## src/design/qefd_pkg.sv

```systemverilog
package qefd_pkg;

  localparam int CMD_W      = 2;
  localparam int POS_W      = 6;
  localparam int COEFF_IN_W = 16;
  localparam int PSIZE_W    = 7;
  localparam int SUM_W      = 32;

  localparam logic [CMD_W-1:0] CMD_WR_COEFF = 2'd0;
  localparam logic [CMD_W-1:0] CMD_WR_BIT   = 2'd1;
  localparam logic [CMD_W-1:0] CMD_ENERGY   = 2'd2;
  localparam logic [CMD_W-1:0] CMD_FLIP     = 2'd3;

  localparam logic KIND_ENERGY = 1'b0;
  localparam logic KIND_FLIP   = 1'b1;

  localparam logic [PSIZE_W-1:0] PSIZE_RST = 7'd64;

  // input tdata layout, lowest bit first
  localparam int ROW_LSB    = 0;
  localparam int COL_LSB    = ROW_LSB + POS_W;
  localparam int COEFF_LSB  = COL_LSB + POS_W;
  localparam int BPOS_LSB   = COEFF_LSB + COEFF_IN_W;
  localparam int BVAL_LSB   = BPOS_LSB + POS_W;
  localparam int FLIP_LSB   = BVAL_LSB + 1;
  localparam int IN_FIELD_W = FLIP_LSB + POS_W;
  localparam int IN_TDATA_W = ((IN_FIELD_W + 7) / 8) * 8;

  localparam int QUEUE_DEPTH = 2;

  typedef struct packed {
    logic [CMD_W-1:0]             op;
    logic [POS_W-1:0]             row;
    logic [POS_W-1:0]             col;
    logic signed [COEFF_IN_W-1:0] coeff;
    logic [POS_W-1:0]             pos;
    logic                         bval;
    logic [POS_W-1:0]             flip;
    logic                         wr_ok;
    logic                         pos_ok;
    logic                         flip_ok;
  } qefd_req_t;

endpackage

```

## src/design/qefd_front.sv

```systemverilog
module qefd_front #(
  parameter int MAX_SIZE = 64,
  parameter int CNT_W    = 7
) (
  input  logic [qefd_pkg::IN_TDATA_W-1:0] tdata,
  input  logic [qefd_pkg::CMD_W-1:0]      tuser,
  input  logic [CNT_W-1:0]                n,
  output qefd_pkg::qefd_req_t             req
);

  import qefd_pkg::*;

  always_comb begin
    req.op    = tuser;
    req.row   = tdata[ROW_LSB +: POS_W];
    req.col   = tdata[COL_LSB +: POS_W];
    req.coeff = $signed(tdata[COEFF_LSB +: COEFF_IN_W]);
    req.pos   = tdata[BPOS_LSB +: POS_W];
    req.bval  = tdata[BVAL_LSB];
    req.flip  = tdata[FLIP_LSB +: POS_W];
    // positions past the matrix edge are dropped, flips past n answer zero
    req.wr_ok   = (32'(req.row) < MAX_SIZE) && (32'(req.col) < MAX_SIZE);
    req.pos_ok  = (32'(req.pos) < MAX_SIZE);
    req.flip_ok = (32'(req.flip) < 32'(n));
  end

endmodule

```

## config.mk

```make
export PLATFORM = sky130hd
export DESIGN_NAME = qefd_front
export DESIGN_NICKNAME = d
export VERILOG_FILES = /design/src/design/qefd_pkg.sv /design/src/design/qefd_front.sv
export SDC_FILE = /design/constraint.sdc
export NUM_CORES = 1
export LEC_CHECK = 0
export BUFFER_PORTS_ARGS = -buffer_cell sky130_fd_sc_hd__buf_2
export CAP_MARGIN = 40
export CORE_MARGIN = 5
export CORE_UTILIZATION = 25
export DETAILED_ROUTE_END_ITERATION = 12
export GPL_TIMING_DRIVEN = 0
export PLACE_DENSITY_LB_ADDON = 0.05
export SYNTH_ARGS = -nofsm -noshare
export SYNTH_HDL_FRONTEND = slang
export SYNTH_SLANG_ARGS = --single-unit
```

## constraint.sdc

```tcl
create_clock -name vclk -period 1.4
set_input_delay 0.28 -clock vclk [all_inputs]
set_output_delay 0.28 -clock vclk [all_outputs]
set_load 0.1 [all_outputs]
```

# After elaboration in Yosys (flattened, before gate mapping)
# Index checks and enable logic that the tools add are counted.
# totals
in_bits,57
out_inout_bits,46
reg_bits,0
wordCells,1
# classes
magnitude_cmp,1
# ops
op,count
$lt 6x7->1,1

# Logic depth before layout (Yosys ltp)
# logic_depth
word_depth,1
depth_mapped,5
ltp_nobuf,5

# Least setup slack after synthesis
# OpenSTA, ideal clock, no wires.
# synth_timing
path_kind,input -> output
startpoint,in n[2]
endpoint,out req[0] in the netlist's numbering
n_path_buf,0
required_ns,1.120
stages,5
setup_slack_ns,-0.525
t_arrival_ns,1.645
path_cell_list,inv_1 ha_1 a21o_1 a31oi_1 o22a_1
# synth_rtl
item,line_no,text
start: declaration,qefd_front.sv:7,"input logic [CNT_W-1:0] n,"
end: declaration,qefd_front.sv:8,output qefd_pkg::qefd_req_t req

==> results.sh <==
export IMPL_failed_checks="setup timing"
export IMPL_timing_final_hold_violations=0
export IMPL_core_region_area_mm2=0.001764
export IMPL_drtAntennaViolNets=0
export IMPL_layout_cells_sized_above_1_pct=90.08
export IMPL_hp_class="input pin to output port"
export IMPL_vias_in_the_first_global_route=398
export IMPL_final_clkbuf_count=0
export IMPL_globalRouteTotalUtil_pct=6.829
export IMPL_totalWireLength_mm=1.305
export IMPL_worst_hold_slack_ns=0.9437
export IMPL_design_final_nets=185
export IMPL_number_of_placement_rows=15
export IMPL_critPathCaptureType="output port"
export IMPL_yosys_warnings=0
export IMPL_post_synth_main_area_contributors="sky130_fd_sc_hd__buf_4, sky130_fd_sc_hd__ha_1, sky130_fd_sc_hd__inv_1"
export IMPL_path_cells="buf_8 -> inv_12 -> ha_4 -> a21o_1 -> a31oi_2 -> o22a_4 -> buf_12"
export IMPL_initial_utilization_pct=26.81
export IMPL_final_util_pct=49.57
export IMPL_setup_total_negative_slack_ns=-0.1559
export IMPL_average_cell_area_after_synthesis_um2=7.507
export IMPL_power_mw=0.7676
export IMPL_synth_cells=63
export IMPL_timing_critical_path_fanout_max=2
export IMPL_final_setup_viol_count=1
export IMPL_worst_path_largest_cell_delay_ns=0.22
export IMPL_drc=0
export IMPL_layoutNonFillerInstCount=146
export IMPL_min_period_ns=1.556
export IMPL_cp_start_kind="input pin"
export IMPL_cp_data_arrival_time_ns=1.28
export IMPL_synthMuxAreaShare_pct=0
export IMPL_synth_sequential_area_ratio_pct=0
export IMPL_standard_cell_area_after_detailed_placement_um2=843.3
export IMPL_dieArea_mm2=0.002862
export IMPL_synth_compound_area_share_pct=7.407
export IMPL_final_critical_path_setup_slack_ns=-0.1559
export IMPL_dominant_combinational_cell_family_by_area_after_synthesis="buffers and inverters"
export IMPL_power_per_cell_area_mw_per_mm2=877.7
export IMPL_synth_simple_gate_area_share_pct=3.175
export IMPL_area_sequential_um2=0
export IMPL_outcome="finished with violations"
export IMPL_cts_hold_repair_buffers=0
export IMPL_synth_top_cell_by_area="sky130_fd_sc_hd__buf_4"
export IMPL_max_cap_violations=0
export IMPL_port_buffer_count=57
export IMPL_die_width_um=53.50
export IMPL_synth_xor_area_share_pct=0
export IMPL_layout_worst_path_cycle_share_pct=111.1
export IMPL_floorplan_die_height_um=53.50
export IMPL_synthToLayoutAreaGrowth_pct=84.92
export IMPL_vdd_ir_drop_max_uv=519.3
export IMPL_drtIter0Drc=4
export IMPL_pin_count=103
export IMPL_place_gp_congestion=0.5925
export IMPL_placedCellCount=146
export IMPL_flops_and_latches=0
export IMPL_crit_required_ns=1.12
export IMPL_drt_vias_per_instance=3.479
export IMPL_post_synth_instance_area_um2=473.0
export IMPL_worst_hold_startpoint="tdata[28]"
export IMPL_insertedDiodeCount=0
export IMPL_synthAdderAreaFrac_pct=13.23
export IMPL_post_synth_num_cell_types=10
export IMPL_num_fill_cells=189
export IMPL_yosys_area_top_type_share_pct=71.43
export IMPL_stdcell_area_um2=874.6
export IMPL_static_leakage_power_nw=0.5488
export IMPL_crit_path_start="n[2]"
export IMPL_path_class="input pin to output port"
export IMPL_cts_setup_buffers=0
export IMPL_dp_slack_ns=-0.4953
export IMPL_routed_wire_length_per_instance_um=8.938
export IMPL_grt_setup_unrepaired="yes"
export IMPL_dr_total_vias=508
export IMPL_timing_max_transition_violations_final=0
export IMPL_initial_antenna_violation_count=0
export IMPL_crit_slowest_cell="sky130_fd_sc_hd__ha_4"
export IMPL_global_route_wire_length_before_repair_mm=1.600
export IMPL_drt_pass1_iterations=2
export IMPL_max_freq_ghz=0.6427
export IMPL_grt_overflow=0
export IMPL_grt_start_max_net_pins=3
-- logic make-up (layout without fill, tap and decap cells) --
family / after synthesis / in the layout
AND/OR/NAND/NOR: 2 / 2
adder cells (fa/ha/maj): 5 / 5
AO/OA/AOI/OAI: 5 / 5
buffers and inverters: 50 / 107
other: 1 / 2
-- cells in the mapped netlist --
master	n
sky130_fd_sc_hd__buf_4	45
sky130_fd_sc_hd__ha_1	5
sky130_fd_sc_hd__inv_1	5
sky130_fd_sc_hd__a21o_1	2
sky130_fd_sc_hd__a21oi_1	1
sky130_fd_sc_hd__a31oi_1	1
sky130_fd_sc_hd__conb_1	1
sky130_fd_sc_hd__nand2b_1	1
sky130_fd_sc_hd__nand4b_1	1
sky130_fd_sc_hd__o22a_1	1
-- final timing paths --
path	to	slack (ns)	cells after the start
min	req[10]	0.94	2
max	req[0]	-0.16	7
-- repair_timing --
| action | CTS | global route |
|---|---|---|
| setup endpoints to repair | 1 | 1 |
| resized for setup | 8 | 0 |
| pin swaps | 1 | 0 |
-- layout by cell type (no fill, tap or decap), drive strengths merged --
cell type and count:
inv 5, a21o 2, buf 102, a21oi 1, o22a 1, nand2b 1
ha 5, nand4b 1, conb 2, a31oi 1
-- routing by layer --
| layer | up-vias | track usage, % | share of wire, % |
|---|---|---|---|
| met5 | - | 0 | 0 |
| met4 | 0 | 0 | 0 |
| met3 | 0 | 1.690 | 20 |
| met2 | 48 | 11.43 | 48 |
| met1 | 192 | 9.241 | 32 |
| li1 | 268 | - | - |
-- critical path, delay by kind of cell --
family	cells	cell delay, ns
buffers and inverters	3	0.28
AOI/OAI and AO/OA	3	0.49
adders and majority gates	1	0.22
-- report_power, final --
| part | switching, mW | internal, mW | total [mW] |
|---|---|---|---|
| clock | 0 | 0 | 0 |
| combinational | 0.593 | 0.175 | 0.768 |
| sequential | 0 | 0 | 0 |
-- layout make-up --
cell class / count / area, um2 / area share, %
inverter: 5 / 31.28 / 3.577
buffer: 45 / 337.8 / 38.63
tap: 25 / 31.28 / 3.577
timing repair buffer: 57 / 310.3 / 35.48
multi-input combinational: 14 / 163.9 / 18.74
Power figures use the tool's default switching activity.
