===== src/design/qefd_pkg.sv =====
package qefd_pkg;

  localparam int CMD_W      = 2;
  localparam int POS_W      = 6;
  localparam int COEFF_IN_W = 16;
  localparam int PSIZE_W    = 7;
  localparam int SUM_W      = 32;

  localparam logic [CMD_W-1:0] CMD_WR_COEFF = 2'd0;
  localparam logic [CMD_W-1:0] CMD_WR_BIT   = 2'd1;
  localparam logic [CMD_W-1:0] CMD_ENERGY   = 2'd2;
  localparam logic [CMD_W-1:0] CMD_FLIP     = 2'd3;

  localparam logic KIND_ENERGY = 1'b0;
  localparam logic KIND_FLIP   = 1'b1;

  localparam logic [PSIZE_W-1:0] PSIZE_RST = 7'd64;

  // input tdata layout, lowest bit first
  localparam int ROW_LSB    = 0;
  localparam int COL_LSB    = ROW_LSB + POS_W;
  localparam int COEFF_LSB  = COL_LSB + POS_W;
  localparam int BPOS_LSB   = COEFF_LSB + COEFF_IN_W;
  localparam int BVAL_LSB   = BPOS_LSB + POS_W;
  localparam int FLIP_LSB   = BVAL_LSB + 1;
  localparam int IN_FIELD_W = FLIP_LSB + POS_W;
  localparam int IN_TDATA_W = ((IN_FIELD_W + 7) / 8) * 8;

  localparam int QUEUE_DEPTH = 2;

  typedef struct packed {
    logic [CMD_W-1:0]             op;
    logic [POS_W-1:0]             row;
    logic [POS_W-1:0]             col;
    logic signed [COEFF_IN_W-1:0] coeff;
    logic [POS_W-1:0]             pos;
    logic                         bval;
    logic [POS_W-1:0]             flip;
    logic                         wr_ok;
    logic                         pos_ok;
    logic                         flip_ok;
  } qefd_req_t;

endpackage


===== src/design/qefd_fifo.sv =====
module qefd_fifo (
  input  logic                clk,
  input  logic                rst_n,
  input  logic                push_valid,
  output logic                push_ready,
  input  qefd_pkg::qefd_req_t push_req,
  output logic                pop_valid,
  input  logic                pop_ready,
  output qefd_pkg::qefd_req_t pop_req
);

  import qefd_pkg::*;

  qefd_req_t  slot_r [QUEUE_DEPTH];
  logic       wr_ptr_r, wr_ptr_nxt;
  logic       rd_ptr_r, rd_ptr_nxt;
  logic [1:0] cnt_r, cnt_nxt;
  logic       push, pop;

  assign push_ready = (cnt_r != 2'(QUEUE_DEPTH));
  assign pop_valid  = (cnt_r != 2'd0);
  assign pop_req    = slot_r[rd_ptr_r];
  assign push       = push_valid && push_ready;
  assign pop        = pop_valid && pop_ready;

  always_comb begin
    wr_ptr_nxt = push ? ~wr_ptr_r : wr_ptr_r;
    rd_ptr_nxt = pop ? ~rd_ptr_r : rd_ptr_r;
    cnt_nxt    = cnt_r + 2'(push) - 2'(pop);
  end

  always_ff @(posedge clk) begin
    if (!rst_n) begin
      wr_ptr_r <= 1'b0;
      rd_ptr_r <= 1'b0;
      cnt_r    <= 2'd0;
    end else begin
      wr_ptr_r <= wr_ptr_nxt;
      rd_ptr_r <= rd_ptr_nxt;
      cnt_r    <= cnt_nxt;
    end
  end

  always_ff @(posedge clk) begin
    if (push) begin
      slot_r[wr_ptr_r] <= push_req;
    end
  end

endmodule


===== config.mk =====
export PLATFORM = sky130hd
export DESIGN_NAME = qefd_fifo
export DESIGN_NICKNAME = d
export VERILOG_FILES = /design/src/design/qefd_pkg.sv /design/src/design/qefd_fifo.sv
export SDC_FILE = /design/constraint.sdc
export NUM_CORES = 1
export LEC_CHECK = 0
export ABC_AREA = 1
export ABC_CLOCK_PERIOD_IN_PS = 4400
export BUFFER_PORTS_ARGS = -buffer_cell sky130_fd_sc_hd__clkbuf_2
export CORE_MARGIN = 1
export CORE_UTILIZATION = 56
export DETAILED_ROUTE_END_ITERATION = 16
export PLACE_DENSITY = 0.9
export SLEW_MARGIN = 20
export SYNTH_ARGS = -nofsm -noshare
export SYNTH_HDL_FRONTEND = slang
export SYNTH_SLANG_ARGS = --single-unit
export TNS_END_PERCENT = 100

===== constraint.sdc =====
create_clock -name clk -period 4.4 [get_ports clk]
set_input_delay 0.22 -clock clk [delete_from_list [all_inputs] [get_ports clk]]
set_output_delay 0.22 -clock clk [all_outputs]
set_load 0.01 [all_outputs]

# ---- Word-level counts from Yosys, hierarchy flattened
# Memories as Yosys holds them, arrays and structs flattened. A register that Yosys moved wholly into a read port is not among the register bits.
# Index checks and enable logic that the tools add are counted.
dict set report classes {
  add_sub_neg 2
  n_mul 0
  n_div 0
  n_lt_le_gt_ge 0
  eq_ne 1
  shifts 0
  muxes 4
  n_bitwise 2
  reduce_logical 3
}
# op count
set ops {}
lappend ops {{$mux 1} 4}
lappend ops {{$add 2x1->2} 1}
lappend ops {{$logic_and 1x1->1} 2}
lappend ops {{$ne 2x2->1 const B} 1}
lappend ops {{$not 1->1} 2}
lappend ops {{$reduce_bool 2->1} 1}
lappend ops {{$sub 2x1->2} 1}
dict set report totals {
  register_bits 4
  latch_bits 0
  ram_bits 92
  mem_bits_ro 0
  output_inout_bits 48
  word_cells 16
  memories 1
}
# memory words width read_ports rd_clocked_by_memory_dff wr line
set memory_table {}
lappend memory_table {slot_r 2 46 1 1 1 qefd_fifo.sv:14} ;# qefd_req_t slot_r [QUEUE_DEPTH];

# ---- Logic depth before layout (Yosys ltp)
dict set report logic_depth {
  depth_word 4
  mapped_depth 11
  ltp_nobuf 11
}

# ---- Least setup slack after synthesis
# No wires, ideal clock.
dict set report synth_timing {
  kind {register to register}
  startpoint {reg cnt_r[0]}
  endpoint {mem slot_r[0][0] (netlist name) (enable)}
  setup_ns 0.449
  t_arrival_ns 2.557
  required_ns 3.951
  setup_slack_ns 1.393
  path_stages_with_launch 5
  n_path_buf 0
  cell_sequence {dfxtp_1 -> inv_1 -> nand2_1 -> nand2_1 -> nor2_1}
}
dict set report synth_via {
  elab_chain_len 4
}
# item line
set synth_rtl {}
lappend synth_rtl {{start: declaration} qefd_fifo.sv:17} ;# logic [1:0] cnt_r, cnt_nxt;
lappend synth_rtl {{start signal: assignment} qefd_fifo.sv:40} ;# cnt_r <= cnt_nxt;
lappend synth_rtl {{$ne 2x2->1} qefd_fifo.sv:20} ;# assign push_ready = (cnt_r != 2'(QUEUE_DEPTH));
lappend synth_rtl {{named net push_ready} qefd_fifo.sv:5} ;# output logic push_ready,
lappend synth_rtl {{$logic_and 1x1->1} qefd_fifo.sv:23} ;# assign push = push_valid && push_ready;
lappend synth_rtl {{$mux 1} qefd_fifo.sv:45} ;# if (push) begin
lappend synth_rtl {{$mux 1 (implied by the code)} qefd_fifo.sv:46} ;# slot_r[wr_ptr_r] <= push_req;
lappend synth_rtl {{end: declaration} qefd_fifo.sv:14}
# The timed path passes the listed nets, and every way through them passes these cells.

==> out/results.ini <==
[floorplan]
coreArea_sq_um = 6420
die-height_um = 84.0
start_util = 0.586
rows = 29
num_io_pins = 98
fp.dieArea_sq_um = 7050
dieWidth_um = 84.0

[worst_setup_path]
critPathMaxFanout = 24
r2r_slack_ns = 2.59
start_kind = register
endpoint_kind = output pin
worstSetupPathType = register to output pin
critPathRequiredTime_ns = 4.18
worstPathArrival_ns = 2.17

[synth]
avgSynthCellArea_sq_um = 21.0
syn_area_sq_um = 3760
synth.distinct_cells = 12
synth.net_count = 231
synth_seq_area_share = 0.761
ys_warn_count = 0
syn_inst = 179
ys_seq_elements = 97

[power]
leakage_nw = 1.84
p_comb_frac = 0.247
p_sw_mw = 0.672
power.share.sequential = 0.488
vdd_drop_max_mv = 0.375
internal-power_mw = 1.88
powerDensity_nw_per_um2 = 564
swShare = 0.264
p_clk_frac = 0.266

[timing]
period_needed_ns = 2.39
clock-skew-final_ns = 0.0122
fmax_mhz = 418
setup_violations = 0
finalHoldViolations = 0
tightest_slew_ns = 1.02
slew_violations = 0
setup-tns-final_ns = 0
period_share = 0.544
postLayoutSetupSlackWorst_ns = 2.01
rsz0062_at_grt = false
timing.slew.headroom = 0.316

[route]
wl_per_cell_um = 16.1
drt-pass1-iter-count = 11
drc = 14
drt-total-wl_um = 5900
drtAntennaViolNets = 0
via_per_inst = 5.07
dr_total_vias = 1857
drt-initial-drc-count = 115

[final_layout]
fin_cells = 366
fillers = 427
layout_commonest_cell = clkbuf_2
antenna_cells = 0
fin_nets = 336
final_cell_mix = 97 x clkbuf_2, 92 x edfxtp_1, 40 x mux2_4
drive_above_1_share = 0.564
syn_to_final_growth_pct = 20.1
fin_area_sq_um = 4520

[clock_network]
cts_tree = built
cts_sinks = 97
cts_setup_buffers = 0
cts_resized = 0
cts_buffer_depth = 2
cts_buffers = 9
cts_root_buffer = clkbuf_8
htreeDepth = 3
cts_hold_buffers = 0
clk_pin_slew_ns = 0.10
insertion_delay_ns = 0.34

[global_routing]
grt_pass1_wl_um = 9250
overflow = 0
grt_pass1_vias = 1909
grtUsageTotal = 0.177
grt_max_degree = 47
antenna_found_initial = 0

[placement]
placed_cells = 350
dp_hpwl_um = 3920
place_area_sq_um = 4280
port_buffers = 97
gp_congestion = 0.683
dpl_worst_slack_ns = 2.34

[job]
cap_violations = 0

[hold_path]
hold_path.class = primary input to register

[outcome]
violations = design-rule violations
outcome = finished with violations

worst paths after layout:
path                start             to  depth (start not counted)
max              register     pop_req[3]                          3
min          push_req[36]  slot_r[0][36]                          1
max reg2reg      cnt_r[0]  slot_r[1][10]                          4
min reg2reg      rd_ptr_r       register                          2
cells in the mapped netlist (all sizes together):
library cell | n | share of area
a21oi | 2 | 0.0027
buf | 5 | 0.024
dfxtp | 5 | 0.027
edfxtp | 92 | 0.73
ha | 2 | 0.0067
inv | 7 | 0.0070
mux2 | 46 | 0.18
nand2 | 9 | 0.0090
nand3 | 3 | 0.0040
nor2 | 8 | 0.0080
power by group through the flow:
stage	logic, mW	clock network (mW)	registers [mW]
finish	0.629	0.677	1.24
global placement	0.621	0	1.25
global route	0.678	0.728	1.26
CTS	0.638	0.689	1.25
detailed placement	0.637	0	1.27
floorplan	0.501	0	1.22
routing by layer:
layer	track usage	up-vias	wire, um
met4	0.0611	0	15
met5	0	-	0
met1	0.215	900	2450
met3	0.0554	2	368
met2	0.299	63	3070
li1	-	892	-
cells by family (layout without fill, tap and decap cells):
group	Yosys count	in the layout	synth area share
compound gates	2	2	0.00266
fa+ha+maj	2	2	0.00665
buf+inv	12	122	0.0313
flops	97	97	0.761
mux	46	46	0.178
simple gates	20	20	0.0209
registers in the layout (all words and copies together) (netlist names), named ones only:
name and cells:
wr_ptr_r 1, cnt_r 2, slot_r 92, rd_ptr_r 1
worst max-delay path, stage by stage (launching register included):
cell and delay (ns):
dfxtp_2 0.81, buf_4 0.50, mux2_2 0.39, clkbuf_2 0.13
metrics by stage:
stage	utilization	power (mW)	hold slack, ns
final	0.704	2.55	0.0643
after global routing	0.704	2.67	0.0293
after CTS	0.704	2.57	0.0436
after detailed placement	0.666	1.90	0.413
after global placement	0.666	1.87	0.409
after floorplan	-	1.72	0.313
layout make-up:
type | count | area [sq um] | share of cell area
multi-input combinational | 70 | 790 | 0.175
clock buffer | 10 | 128 | 0.0282
tap | 77 | 96.3 | 0.0213
sequential | 97 | 2860 | 0.634
clock inverter | 6 | 115 | 0.0255
inverter | 7 | 26.3 | 0.00581
timing repair buffer | 99 | 500 | 0.111
No activity file was read; power rests on OpenSTA's default activity.
